**config.mk**
```make
export PLATFORM = sky130hd
export DESIGN_NAME = time_window_event_scheduler_flat
export DESIGN_NICKNAME = d
export VERILOG_FILES = /design/src/design/tws_pkg.sv /design/src/design/tws_in_if.sv /design/src/design/tws_out_if.sv /design/src/design/tws_entry_ram.sv /design/src/design/tws_window_eval.sv /design/src/design/time_window_event_scheduler.sv /design/src/flat_wrapper.sv
export SDC_FILE = /design/constraint.sdc
export NUM_CORES = 1
export LEC_CHECK = 0
export BUFFER_PORTS_ARGS = -buffer_cell sky130_fd_sc_hd__buf_2
export CORE_MARGIN = 10
export CORE_UTILIZATION = 55
export DETAILED_ROUTE_END_ITERATION = 7
export PLACE_DENSITY = 0.79
export SYNTH_ARGS = -nofsm -noshare
export SYNTH_HDL_FRONTEND = slang
export SYNTH_SLANG_ARGS = --single-unit
```
**constraint.sdc**
```tcl
create_clock -name clk_i -period 16.7 [get_ports clk_i]
set_input_delay 0.835 -clock clk_i [delete_from_list [all_inputs] [get_ports clk_i]]
set_output_delay 0.835 -clock clk_i [all_outputs]
set_load 0.03 [all_outputs]
```
**src/design/tws_pkg.sv**
```systemverilog
// tws_pkg: shared types, constants and helpers of the time-window event scheduler
// no dependencies; every other design file refers to it by scoped names
package tws_pkg;

  // time constants
  localparam int unsigned MinsPerHour  = 60;
  localparam int unsigned HoursPerDay  = 24;
  localparam int unsigned MinsPerDay   = MinsPerHour * HoursPerDay;

  // table size default and per-tick result cap
  localparam int unsigned MaxEntriesDef = 16;
  localparam int unsigned ResultLimit   = 16;

  // input mode codes
  localparam logic ModeTick = 1'b0;
  localparam logic ModeAdd  = 1'b1;

  // result kind codes
  localparam logic [1:0] KindEvent = 2'd0;
  localparam logic [1:0] KindAdded = 2'd1;
  localparam logic [1:0] KindFull  = 2'd2;

  // one input item
  typedef struct packed {
    logic        mode;
    logic        time_valid;
    logic [4:0]  cur_hour;
    logic [5:0]  cur_minute;
    logic [2:0]  weekday;
    logic [6:0]  new_day_mask;
    logic [3:0]  new_start_code;
    logic [4:0]  new_start_hour;
    logic [5:0]  new_start_minute;
    logic [10:0] new_duration;
    logic [3:0]  new_end_code;
  } in_item_t;

  // one result item
  typedef struct packed {
    logic [1:0] out_kind;
    logic [3:0] entry_index;
    logic [3:0] event_code;
    logic       last;
  } out_item_t;

  // one table entry, 41 bits
  typedef struct packed {
    logic [6:0]  day_mask;
    logic [10:0] start_min;
    logic [10:0] end_min;
    logic [3:0]  start_code;
    logic [3:0]  end_code;
    logic [3:0]  last_sent;
  } entry_t;

  // outcome of one entry on one tick
  typedef struct packed {
    logic       fire;
    logic [3:0] code;
    logic [3:0] last_sent;
  } eval_t;

  // fold a value below two days back into one day
  function automatic logic [10:0] wrap_day(input logic [11:0] v);
    logic [11:0] r;
    r = (v >= 12'(MinsPerDay)) ? (v - 12'(MinsPerDay)) : v;
    return r[10:0];
  endfunction

endpackage

```
**src/design/tws_in_if.sv**
```systemverilog
// tws_in_if: valid/ready channel that carries input items
// depends on tws_pkg for the payload type
interface tws_in_if;
  logic               valid;
  logic               ready;
  tws_pkg::in_item_t  payload;

  modport source (output valid, output payload, input ready);
  modport sink   (input valid, input payload, output ready);
endinterface

```
**src/design/tws_out_if.sv**
```systemverilog
// tws_out_if: valid/ready channel that carries result items
// depends on tws_pkg for the payload type
interface tws_out_if;
  logic                valid;
  logic                ready;
  tws_pkg::out_item_t  payload;

  modport source (output valid, output payload, input ready);
  modport sink   (input valid, input payload, output ready);
endinterface

```
**src/design/tws_entry_ram.sv**
```systemverilog
// tws_entry_ram: entry table, one write port and one registered read port
// depends on tws_pkg for the entry type
module tws_entry_ram #(
  parameter int unsigned Depth = tws_pkg::MaxEntriesDef,
  parameter int unsigned AddrW = (Depth > 1) ? $clog2(Depth) : 1
) (
  input  logic                clk_i,
  input  logic                we_i,
  input  logic [AddrW-1:0]    waddr_i,
  input  tws_pkg::entry_t     wdata_i,
  input  logic                re_i,
  input  logic [AddrW-1:0]    raddr_i,
  output tws_pkg::entry_t     rdata_o
);

  tws_pkg::entry_t mem [Depth];
  tws_pkg::entry_t rdata_q;

  // write port
  always_ff @(posedge clk_i) begin
    if (we_i) begin
      mem[waddr_i] <= wdata_i;
    end
  end

  // read port, data in the cycle after the request and held otherwise
  always_ff @(posedge clk_i) begin
    if (re_i) begin
      rdata_q <= mem[raddr_i];
    end
  end

  assign rdata_o = rdata_q;

endmodule

```
**src/design/tws_window_eval.sv**
```systemverilog
// tws_window_eval: decides what one entry does on one valid tick
// depends on tws_pkg for the entry and outcome types
module tws_window_eval (
  input  tws_pkg::entry_t entry_i,
  input  logic [10:0]     now_i,
  input  logic [2:0]      wday_i,
  output tws_pkg::eval_t  result_o
);

  logic day_ok;
  logic open;
  logic armed;
  logic handled;

  always_comb begin
    // weekday seven selects no day bit
    day_ok  = (wday_i != 3'd7) && entry_i.day_mask[wday_i];
    armed   = (entry_i.last_sent == 4'd0);

    // window test, wrapping when it crosses midnight
    if (entry_i.start_min <= entry_i.end_min) begin
      open = (now_i >= entry_i.start_min) && (now_i <= entry_i.end_min);
    end else begin
      open = (now_i >= entry_i.start_min) || (now_i <= entry_i.end_min);
    end

    result_o.code      = 4'd0;
    result_o.last_sent = entry_i.last_sent;
    handled            = 1'b0;

    if (day_ok || !armed) begin
      if (open && armed) begin
        result_o.last_sent = entry_i.start_code;
        result_o.code      = entry_i.start_code;
        handled            = 1'b1;
      end else if (open && (entry_i.last_sent == entry_i.start_code) &&
                   (now_i == entry_i.end_min)) begin
        result_o.last_sent = entry_i.end_code;
        result_o.code      = entry_i.end_code;
        handled            = 1'b1;
      end
      // re-arm once the end code has been sent
      if (!handled && (entry_i.last_sent == entry_i.end_code)) begin
        result_o.last_sent = 4'd0;
      end
    end

    result_o.fire = (result_o.code != 4'd0);
  end

endmodule

```
**src/design/time_window_event_scheduler.sv**
```systemverilog
// time_window_event_scheduler: table of daily time windows, walked on each valid tick
// an add item gives its single result in the cycle after it is accepted
// a valid tick runs a read-modify-write walk through the entry memory, one entry per cycle
// unless the output stalls it; each result is held until the next one or the walk's end
// reset: rst_ni (async, active low) empties the table count and idles the walker;
// entry contents stay undefined until written and are never read before that
module time_window_event_scheduler #(
  parameter int unsigned MaxEntries = tws_pkg::MaxEntriesDef
) (
  input  logic       clk_i,
  input  logic       rst_ni,
  tws_in_if.sink     in_i,
  tws_out_if.source  out_o
);

  localparam int unsigned IdxW   = (MaxEntries > 1) ? $clog2(MaxEntries) : 1;
  localparam int unsigned CntW   = $clog2(MaxEntries + 1);
  localparam int unsigned ResCntW = $clog2(tws_pkg::ResultLimit + 1);

  typedef enum logic [1:0] {StIdle, StWalk, StFlush} state_e;

  state_e              state_q, state_d;
  logic [CntW-1:0]     count_q, count_d;
  logic [CntW-1:0]     rd_idx_q, rd_idx_d;
  logic [IdxW-1:0]     ev_idx_q, ev_idx_d;
  logic                rd_vld_q, rd_vld_d;
  logic [10:0]         now_q, now_d;
  logic [2:0]          wday_q, wday_d;
  logic                pend_v_q, pend_v_d;
  logic [IdxW-1:0]     pend_idx_q, pend_idx_d;
  logic [3:0]          pend_code_q, pend_code_d;
  logic [ResCntW-1:0]  n_q, n_d;
  logic                out_v_q, out_v_d;
  tws_pkg::out_item_t  out_q, out_d;

  logic                mem_we;
  logic [IdxW-1:0]     mem_waddr;
  tws_pkg::entry_t     mem_wdata;
  logic                mem_re;
  logic [IdxW-1:0]     mem_raddr;
  tws_pkg::entry_t     mem_rdata;
  tws_pkg::eval_t      ev;

  logic                in_acc;
  logic                out_free;
  logic                tick_ok;
  logic                new_res;
  logic                stall;
  logic [10:0]         add_start;
  logic [10:0]         add_dur;
  tws_pkg::entry_t     add_entry;

  tws_entry_ram #(
    .Depth (MaxEntries),
    .AddrW (IdxW)
  ) u_ram (
    .clk_i   (clk_i),
    .we_i    (mem_we),
    .waddr_i (mem_waddr),
    .wdata_i (mem_wdata),
    .re_i    (mem_re),
    .raddr_i (mem_raddr),
    .rdata_o (mem_rdata)
  );

  tws_window_eval u_eval (
    .entry_i  (mem_rdata),
    .now_i    (now_q),
    .wday_i   (wday_q),
    .result_o (ev)
  );

  // handshakes
  assign in_i.ready    = (state_q == StIdle) && !out_v_q;
  assign in_acc        = in_i.valid && in_i.ready;
  assign out_o.valid   = out_v_q;
  assign out_o.payload = out_q;
  assign out_free      = !out_v_q || out_o.ready;

  // new entry built from an add item
  always_comb begin
    add_start = tws_pkg::wrap_day(12'(in_i.payload.new_start_hour) *
                                  12'(tws_pkg::MinsPerHour) +
                                  12'(in_i.payload.new_start_minute));
    add_dur   = tws_pkg::wrap_day(12'(in_i.payload.new_duration));
    add_entry.day_mask   = in_i.payload.new_day_mask;
    add_entry.start_min  = add_start;
    add_entry.end_min    = tws_pkg::wrap_day(12'(add_start) + 12'(add_dur));
    add_entry.start_code = in_i.payload.new_start_code;
    add_entry.end_code   = in_i.payload.new_end_code;
    add_entry.last_sent  = 4'd0;
  end

  assign tick_ok = in_i.payload.time_valid &&
                   (in_i.payload.cur_hour < 5'(tws_pkg::HoursPerDay)) &&
                   (in_i.payload.cur_minute < 6'(tws_pkg::MinsPerHour));

  // a fired code in the walk that still counts toward the run
  assign new_res = rd_vld_q && ev.fire && (n_q < ResCntW'(tws_pkg::ResultLimit));
  // the held result cannot move on while the output register is full
  assign stall   = new_res && pend_v_q && !out_free;

  // next-state logic
  always_comb begin
    state_d     = state_q;
    count_d     = count_q;
    rd_idx_d    = rd_idx_q;
    ev_idx_d    = ev_idx_q;
    rd_vld_d    = rd_vld_q;
    now_d       = now_q;
    wday_d      = wday_q;
    pend_v_d    = pend_v_q;
    pend_idx_d  = pend_idx_q;
    pend_code_d = pend_code_q;
    n_d         = n_q;
    out_v_d     = out_v_q && !out_o.ready;
    out_d       = out_q;
    mem_we      = 1'b0;
    mem_waddr   = ev_idx_q;
    mem_wdata   = mem_rdata;
    mem_re      = 1'b0;
    mem_raddr   = rd_idx_q[IdxW-1:0];

    unique case (state_q)
      StIdle: begin
        if (in_acc) begin
          if (in_i.payload.mode == tws_pkg::ModeAdd) begin
            out_v_d = 1'b1;
            if (count_q < CntW'(MaxEntries)) begin
              mem_we    = 1'b1;
              mem_waddr = count_q[IdxW-1:0];
              mem_wdata = add_entry;
              out_d     = '{out_kind: tws_pkg::KindAdded, entry_index: 4'(count_q),
                            event_code: 4'd0, last: 1'b1};
              count_d   = count_q + 1'b1;
            end else begin
              out_d     = '{out_kind: tws_pkg::KindFull, entry_index: 4'd0,
                            event_code: 4'd0, last: 1'b1};
            end
          end else if (tick_ok) begin
            now_d    = 11'(12'(in_i.payload.cur_hour) * 12'(tws_pkg::MinsPerHour) +
                           12'(in_i.payload.cur_minute));
            wday_d   = in_i.payload.weekday;
            rd_idx_d = '0;
            rd_vld_d = 1'b0;
            pend_v_d = 1'b0;
            n_d      = '0;
            state_d  = StWalk;
          end
        end
      end

      StWalk: begin
        if (!stall) begin
          // write back the entry just evaluated
          if (rd_vld_q) begin
            mem_we              = 1'b1;
            mem_waddr           = ev_idx_q;
            mem_wdata.last_sent = ev.last_sent;
            if (new_res) begin
              if (pend_v_q) begin
                out_v_d = 1'b1;
                out_d   = '{out_kind: tws_pkg::KindEvent, entry_index: 4'(pend_idx_q),
                            event_code: pend_code_q, last: 1'b0};
              end
              pend_v_d    = 1'b1;
              pend_idx_d  = ev_idx_q;
              pend_code_d = ev.code;
              n_d         = n_q + 1'b1;
            end
          end
          // fetch the next entry, or finish once the last one is back
          if (rd_idx_q < count_q) begin
            mem_re   = 1'b1;
            ev_idx_d = rd_idx_q[IdxW-1:0];
            rd_idx_d = rd_idx_q + 1'b1;
            rd_vld_d = 1'b1;
          end else begin
            rd_vld_d = 1'b0;
            if (!rd_vld_q) begin
              state_d = StFlush;
            end
          end
        end
      end

      StFlush: begin
        // the held result closes the run
        if (!pend_v_q) begin
          state_d = StIdle;
        end else if (out_free) begin
          out_v_d  = 1'b1;
          out_d    = '{out_kind: tws_pkg::KindEvent, entry_index: 4'(pend_idx_q),
                       event_code: pend_code_q, last: 1'b1};
          pend_v_d = 1'b0;
          state_d  = StIdle;
        end
      end

      default: begin
        state_d = StIdle;
      end
    endcase
  end

  // state and registered outputs
  always_ff @(posedge clk_i or negedge rst_ni) begin
    if (!rst_ni) begin
      state_q  <= StIdle;
      count_q  <= '0;
      rd_idx_q <= '0;
      rd_vld_q <= 1'b0;
      pend_v_q <= 1'b0;
      n_q      <= '0;
      out_v_q  <= 1'b0;
    end else begin
      state_q  <= state_d;
      count_q  <= count_d;
      rd_idx_q <= rd_idx_d;
      rd_vld_q <= rd_vld_d;
      pend_v_q <= pend_v_d;
      n_q      <= n_d;
      out_v_q  <= out_v_d;
    end
  end

  // payload registers
  always_ff @(posedge clk_i) begin
    ev_idx_q    <= ev_idx_d;
    now_q       <= now_d;
    wday_q      <= wday_d;
    pend_idx_q  <= pend_idx_d;
    pend_code_q <= pend_code_d;
    out_q       <= out_d;
  end

endmodule

```
**src/flat_wrapper.sv**
```systemverilog
// flat-port wrapper written by rule: the top's interface ports become plain ports
module time_window_event_scheduler_flat 
#(
  parameter int unsigned MaxEntries = tws_pkg::MaxEntriesDef
)
  (clk_i, rst_ni, in_i_valid, in_i_payload, in_i_ready, out_o_valid, out_o_payload, out_o_ready);
  tws_in_if in_i_i ();
  tws_out_if out_o_i ();
  input  logic clk_i;
  input  logic rst_ni;
  input wire logic [$bits(in_i_i.valid)-1:0] in_i_valid;
  input wire logic [$bits(in_i_i.payload)-1:0] in_i_payload;
  output wire logic [$bits(in_i_i.ready)-1:0] in_i_ready;
  output wire logic [$bits(out_o_i.valid)-1:0] out_o_valid;
  output wire logic [$bits(out_o_i.payload)-1:0] out_o_payload;
  input wire logic [$bits(out_o_i.ready)-1:0] out_o_ready;
  assign in_i_i.valid = in_i_valid;
  assign in_i_i.payload = in_i_payload;
  assign in_i_ready = in_i_i.ready;
  assign out_o_valid = out_o_i.valid;
  assign out_o_payload = out_o_i.payload;
  assign out_o_i.ready = out_o_ready;
  time_window_event_scheduler #(.MaxEntries(MaxEntries)) u_core (.clk_i(clk_i), .rst_ni(rst_ni), .in_i(in_i_i), .out_o(out_o_i));
endmodule
```
# Word level (Yosys, flattened, before mapping)

Memory sizes are Yosys's and may differ from the RTL's. A register that Yosys moved wholly into a read port is not among the register bits.
Cells that the tools add are included.

Register bits after elaboration: 57
Latch bits: 0
RAM bits: 656
Bits in read-only memories: 0
Bits of input ports: 57
Output and inout bits: 13
Logic and storage cells: 184
Memories: 1

Memories:

| memory           | words | bits a word | read ports | clocked after Yosys merged registers in | wr ports | line                | source |
|---|---|---|---|---|---|---|---|
| u_core.u_ram.mem | 16    | 41          | 1          | 1                                       | 1        | tws_entry_ram.sv:16 | `tws_pkg::entry_t mem [Depth];` |

$add $sub $neg: 9
$mul: 2
Div/mod/pow operators: 0
Magnitude comparators: 12
Eq/ne operators: 20
Shifts and indexed selects: 0
Multiplexer cells: 84
Bitwise logic cells: 2
Reductions and logical operators: 38

Operators with widths:

| operator               | number |
|---|---|
| $mux 11                | 12 |
| $mux 41                | 3 |
| $mux 5                 | 8 |
| $mux 37                | 1 |
| $pmux 11 s3            | 1 |
| $sub 11x11->11 const B | 3 |
| $mux 1                 | 32 |
| $mux 4                 | 7 |
| $ge 12x11->1 const B   | 2 |
| $mux 8                 | 3 |
| $le 11x11->1           | 2 |
| $reduce_and 7->1       | 3 |
| $pmux 5 s2             | 2 |
| $mul 5x4->9 const B    | 2 |
| $mux 2                 | 8 |
| $ne 2x1->1 const B     | 8 |
| $add 5x1->5 const B    | 3 |
| $logic_and 1x1->1      | 15 |
| $lt 5x5->1 const B     | 3 |
| $add 11x11->12         | 1 |
| $add 11x6->12          | 1 |
| $reduce_and 4->1       | 3 |
| $add 11x6->11          | 1 |
| $eq 11x11->1           | 1 |
| 27 further kinds       | 42 |

# Depth between registers and ports, before layout

Word-level depth: 21
Depth in mapped cells: 24
Mapped depth without buffers: 24

# Modules after synthesis

Synthesis repeated with hierarchy kept, for this count alone.

Cells, all modules: 1845
Area total of the unflattened synthesis: 32526.2 µm²

By module, submodules not included:

| module                      | times used | cells each | area an instance (µm²) | sequential area each (µm²) |
|---|---|---|---|---|
| tws_entry_ram               | 1          | 1066       | 25779.7                | 20930.1 |
| time_window_event_scheduler | 1          | 621        | 5567.8                 | 1611.5 |
| tws_window_eval             | 1          | 158        | 1178.6                 | 0.0 |

# Worst setup path before layout

Ideal clock, no wire load.

Kind: in2reg
From: in in_i_payload[21]
To: mem u_core.u_ram.mem[0][19] (netlist bit), data pin
Library setup time: 302 ps
Arrival: 6736 ps
Required time: 16398 ps
Setup slack: 9661 ps
Stages: 24
Buffers on the path: 0
Cell sequence: fa_1 -> fa_1 -> inv_1 -> fa_1 -> inv_1 -> ha_1 -> nor2b_1 -> a221oi_1 -> o211ai_1 -> and4b_4 -> o31a_4 -> nor2_8 -> xor2_1 -> ha_1 -> o21ai_0 -> or2b_4 -> nor3b_1 -> mux2i_1 -> a41o_1 -> mux2_1 -> or2_1 -> a21oi_4 -> o21ai_0 -> a31oi_1

RTL lines:

| what            | line                | source |
|---|---|---|
| start, declared | flat_wrapper.sv:12  | `input wire logic [$bits(in_i_i.payload)-1:0] in_i_payload;` |
| end, declared   | tws_entry_ram.sv:16 |  |

==> metrics.cfg <==
[run_status]
outcome=finished with violations
violations=DRC

[sta]
final-hold-violation-count=0
rsz0062_at_grt=no
finalCriticalPeriod_ns=7.55
drv_slew=0
fmax_ghz=0.133
tns_ns=0
worst_pin_slew_ns=1.38
maxSlewHeadroom_pct=7.32
finClkSkew_ns=0.0242
setup_viol=0
period_share_pct=45.2

[floorplanning]
rows=89
dieArea_um2=69900
dieHeight_um=264
start_util_pct=55.6
die_w_um=264
io-pin-count=70
core_um2=59100

[power]
power.switching_uw=1720
power_switching_share_pct=30.5
power.density_nw_per_um2=154
seqPwrFrac_pct=43.7
clock_power_share_pct=27.3
leakage_uw=0.0121
ir_worst_vdd_uv=112
pwr-share-comb_pct=29.0
p_int_uw=3920

[global_routing]
grt_pass1_wl_um=116000
antenna_found_initial=1
overflow=0
grt_usage_pct=22.1
grt_max_degree=106
grt_pass1_vias=18400

[worst_setup_path]
regToRegSetupSlack_ns=10.61
cp-start-kind=input port
crit_path_start=in_i_payload[21]
crit_chain=buf_2, fa_1, fa_1, inv_1, fa_1, inv_1, ha_1, o21ai_1, o21ai_0, nor4_2, o31a_4, nor2_8, xor2_1, ha_1, o21ai_0, or2b_4, nor3b_1, mux2i_1, a41o_1, mux2_1, or2_1, a21oi_4, o21ai_1, a31oi_1
cp.arrival_ns=7.77
slowest_stage=a31oi_1
cp_max_fo=16
path_class=input port to flop
critPathRequiredTime_ns=16.93
worst_path_largest_cell_delay_ns=0.98
crit_path_end_kind=flop
reg2reg_from=u_core.u_ram.rdata_o[14]$_DFFE_PP_
worst_path_most_repeated_cell=fa_1

[clock_network]
cts.clk_slew.worst_paths_ns=0.06
clk_latency_ns=0.61
post_cts_resize_count=0
cts_buffers=72
cts_tree=yes
cts_root_buf=clkbuf_16
htree_levels=3
hold_buffers=0
cts_buffer_depth=3
cts_sinks=754
cts_setup_buffers=0

[final_layout]
layout.cells.most_common=edfxtp_1
drive_gt1_share_pct=23.3
final_nets=2071
num_antenna_cells=0
syn_to_final_growth_pct=11.3
most-common-layout-cells=edfxtp_1, mux4_2, nand2_1, ha_1, inv_1
finalInstanceArea_um2=36600
nFillCells=3976

[placed_design]
dp_hpwl_um=43000
port_buffers=69
place_area_um2=34400
globalplace.congestion=0.867

[routing]
drtPass1Iterations=8
wl_per_cell_um=28.2
drt_drc_violations_left=1
drt_wl_total_um=77000
via_per_inst=6.51
drtIter0Drc=2006
detail-route-antenna-nets=0
vias=17800

[synthesis]
syn_area_um2=32900
synth_compound_area_share_pct=4.63
synthXorXnorAreaFrac_pct=1.39
synth_top_family_by_area=multiplexers
yosysUniqueCellTypes=91
synth-adder-area-share_pct=4.57
syn_inst=1788
synthMuxAreaShare_pct=14.6
syn_area_per_cell_um2=18.4
synth-edff-count=734
yosys_warnings=0
async_flop_share_pct=2.65
synthFlopType=edfxtp_1
synth-simple-area-share_pct=4.42
yosysSeqAreaShare_pct=68.6
synth-seq-cells=754
syn_nets=1954

[job]
drv_cap=0

[hold_path]
hold_class=input port to asynchronous set/reset pin

## area by class of cell
class                           count  area, µm²  area share (%)
Sequential cell                   754      22600            61.7
Inverter                           87        327           0.893
Clock buffer                       87       1880            5.14
Tap cell                          773        967            2.64
Clock inverter                     41        324           0.886
Multi-Input combinational cell    882       9870            27.0
Timing Repair Buffer              108        651            1.78
## sequential cells by signal (all words and copies together), names as in the netlist
name                  flops
u_core.u_ram.mem        656
u_core.rd_idx_q           5
u_core.pend_code_q        4
u_core.n_q                5
u_core.pend_v_q           1
u_core.pend_idx_q         4
u_core.now_q             11
u_core.out_o.payload     11
u_core.rd_vld_q           1
u_core.ev_idx_q           4
u_core.out_o.valid        1
u_core.u_ram.rdata_o     41
u_core.count_q            5
u_core.wday_q             3
u_core.state_q            2
## critical path: cells and delay by family
| family | cells | cell delay, ns |
|---|---|---|
| compound gates | 8 | 2.72 |
| fa+ha+maj | 5 | 2.20 |
| simple gates | 5 | 1.06 |
| mux | 2 | 0.51 |
| buf+inv | 3 | 0.23 |
| xor+xnor | 1 | 0.20 |
## synthesized netlist by cell type (all sizes together) (3+ instances only)
master  instances  area share [%]
edfxtp        734              67
mux4          206              14
nand2         102             1.2
ha             92             3.5
inv            87            0.99
nor2           58            0.71
o21ai          51            0.78
a21oi          44            0.72
clkbuf         42            0.48
xnor2          32            0.91
buf            23            0.29
dfrtp          20             1.5
xor2           18            0.48
a21o           17            0.39
fa             17             1.0
nand3          15            0.23
nand4          15            0.29
a31oi          14            0.27
nor3           13            0.20
mux2i          11            0.38
nand2b         11            0.21
o21a           11            0.25
nor2b          10            0.19
o211ai         10            0.27
a211oi          9            0.24
a22o            9            0.24
and2            9            0.17
nand3b          8            0.18
nor3b           8            0.22
nor4            6            0.13
and3            5           0.099
o21bai          5            0.11
o31ai           5            0.11
or3             5           0.095
a221o           4            0.12
a311oi          4            0.11
and4            4            0.11
or2             4           0.084
or4             4           0.091
mux2            3            0.11
o211a           3           0.091
o221ai          3           0.080
## layer usage
metal,track usage (%),share of wire [%]
met5,0,0
met4,8.04,3.6
met3,4.25,8.0
met2,37.3,51
met1,28.3,37
## per-stage QoR
step / utilization, % / power, µW / instances / hold slack (ns) / worst slack (ns)
finish: 61.9 / 5640 / 2732 / 0.195 / 9.15
global route: 61.9 / 5870 / 2732 / 0.197 / 8.73
CTS: 61.9 / 5650 / 2732 / 0.182 / 9.26
detailed placement: 58.1 / 4110 / 2604 / 0.506 / 8.68
global placement: 58.1 / 4050 / 2604 / 0.490 / 8.95
floorplan: - / 3680 / 1788 / 0.451 / 9.66
## kinds of logic (layout without fill, tap and decap cells)
kind of cell	after synthesis	in the layout
buf+inv	152	323
flops	754	754
simple gates	285	285
fa+ha+maj	110	110
compound gates	217	217
mux	220	220
xor+xnor	50	50
## power by group through the flow
stage	combinational [µW]	clock, µW	sequential, µW
after CTS	1630	1560	2460
after floorplan	1220	0	2460
after global placement	1550	0	2500
after detailed placement	1610	0	2500
final	1640	1540	2460
after global routing	1770	1630	2470
## worst paths after layout
| path | cells after the start | end |
|---|---|---|
| max | 24 | u_core.u_ram.mem[10][21]$_DFFE_PP_ |
| min | 1 | u_core.count_q[3]$_DFFE_PN0P_ |
| max reg2reg | 14 | u_core.u_ram.mem[3][21]$_DFFE_PP_ |
| min reg2reg | 2 | u_core.n_q[1]$_DFFE_PN0P_ |
| max in group asynchronous | 1 | u_core.rd_idx_q[3]$_DFFE_PN0P_ |
| min in group clk_i | 1 | u_core.wday_q[2]$_DFFE_PP_ |
(Power assumes the default switching activity.)
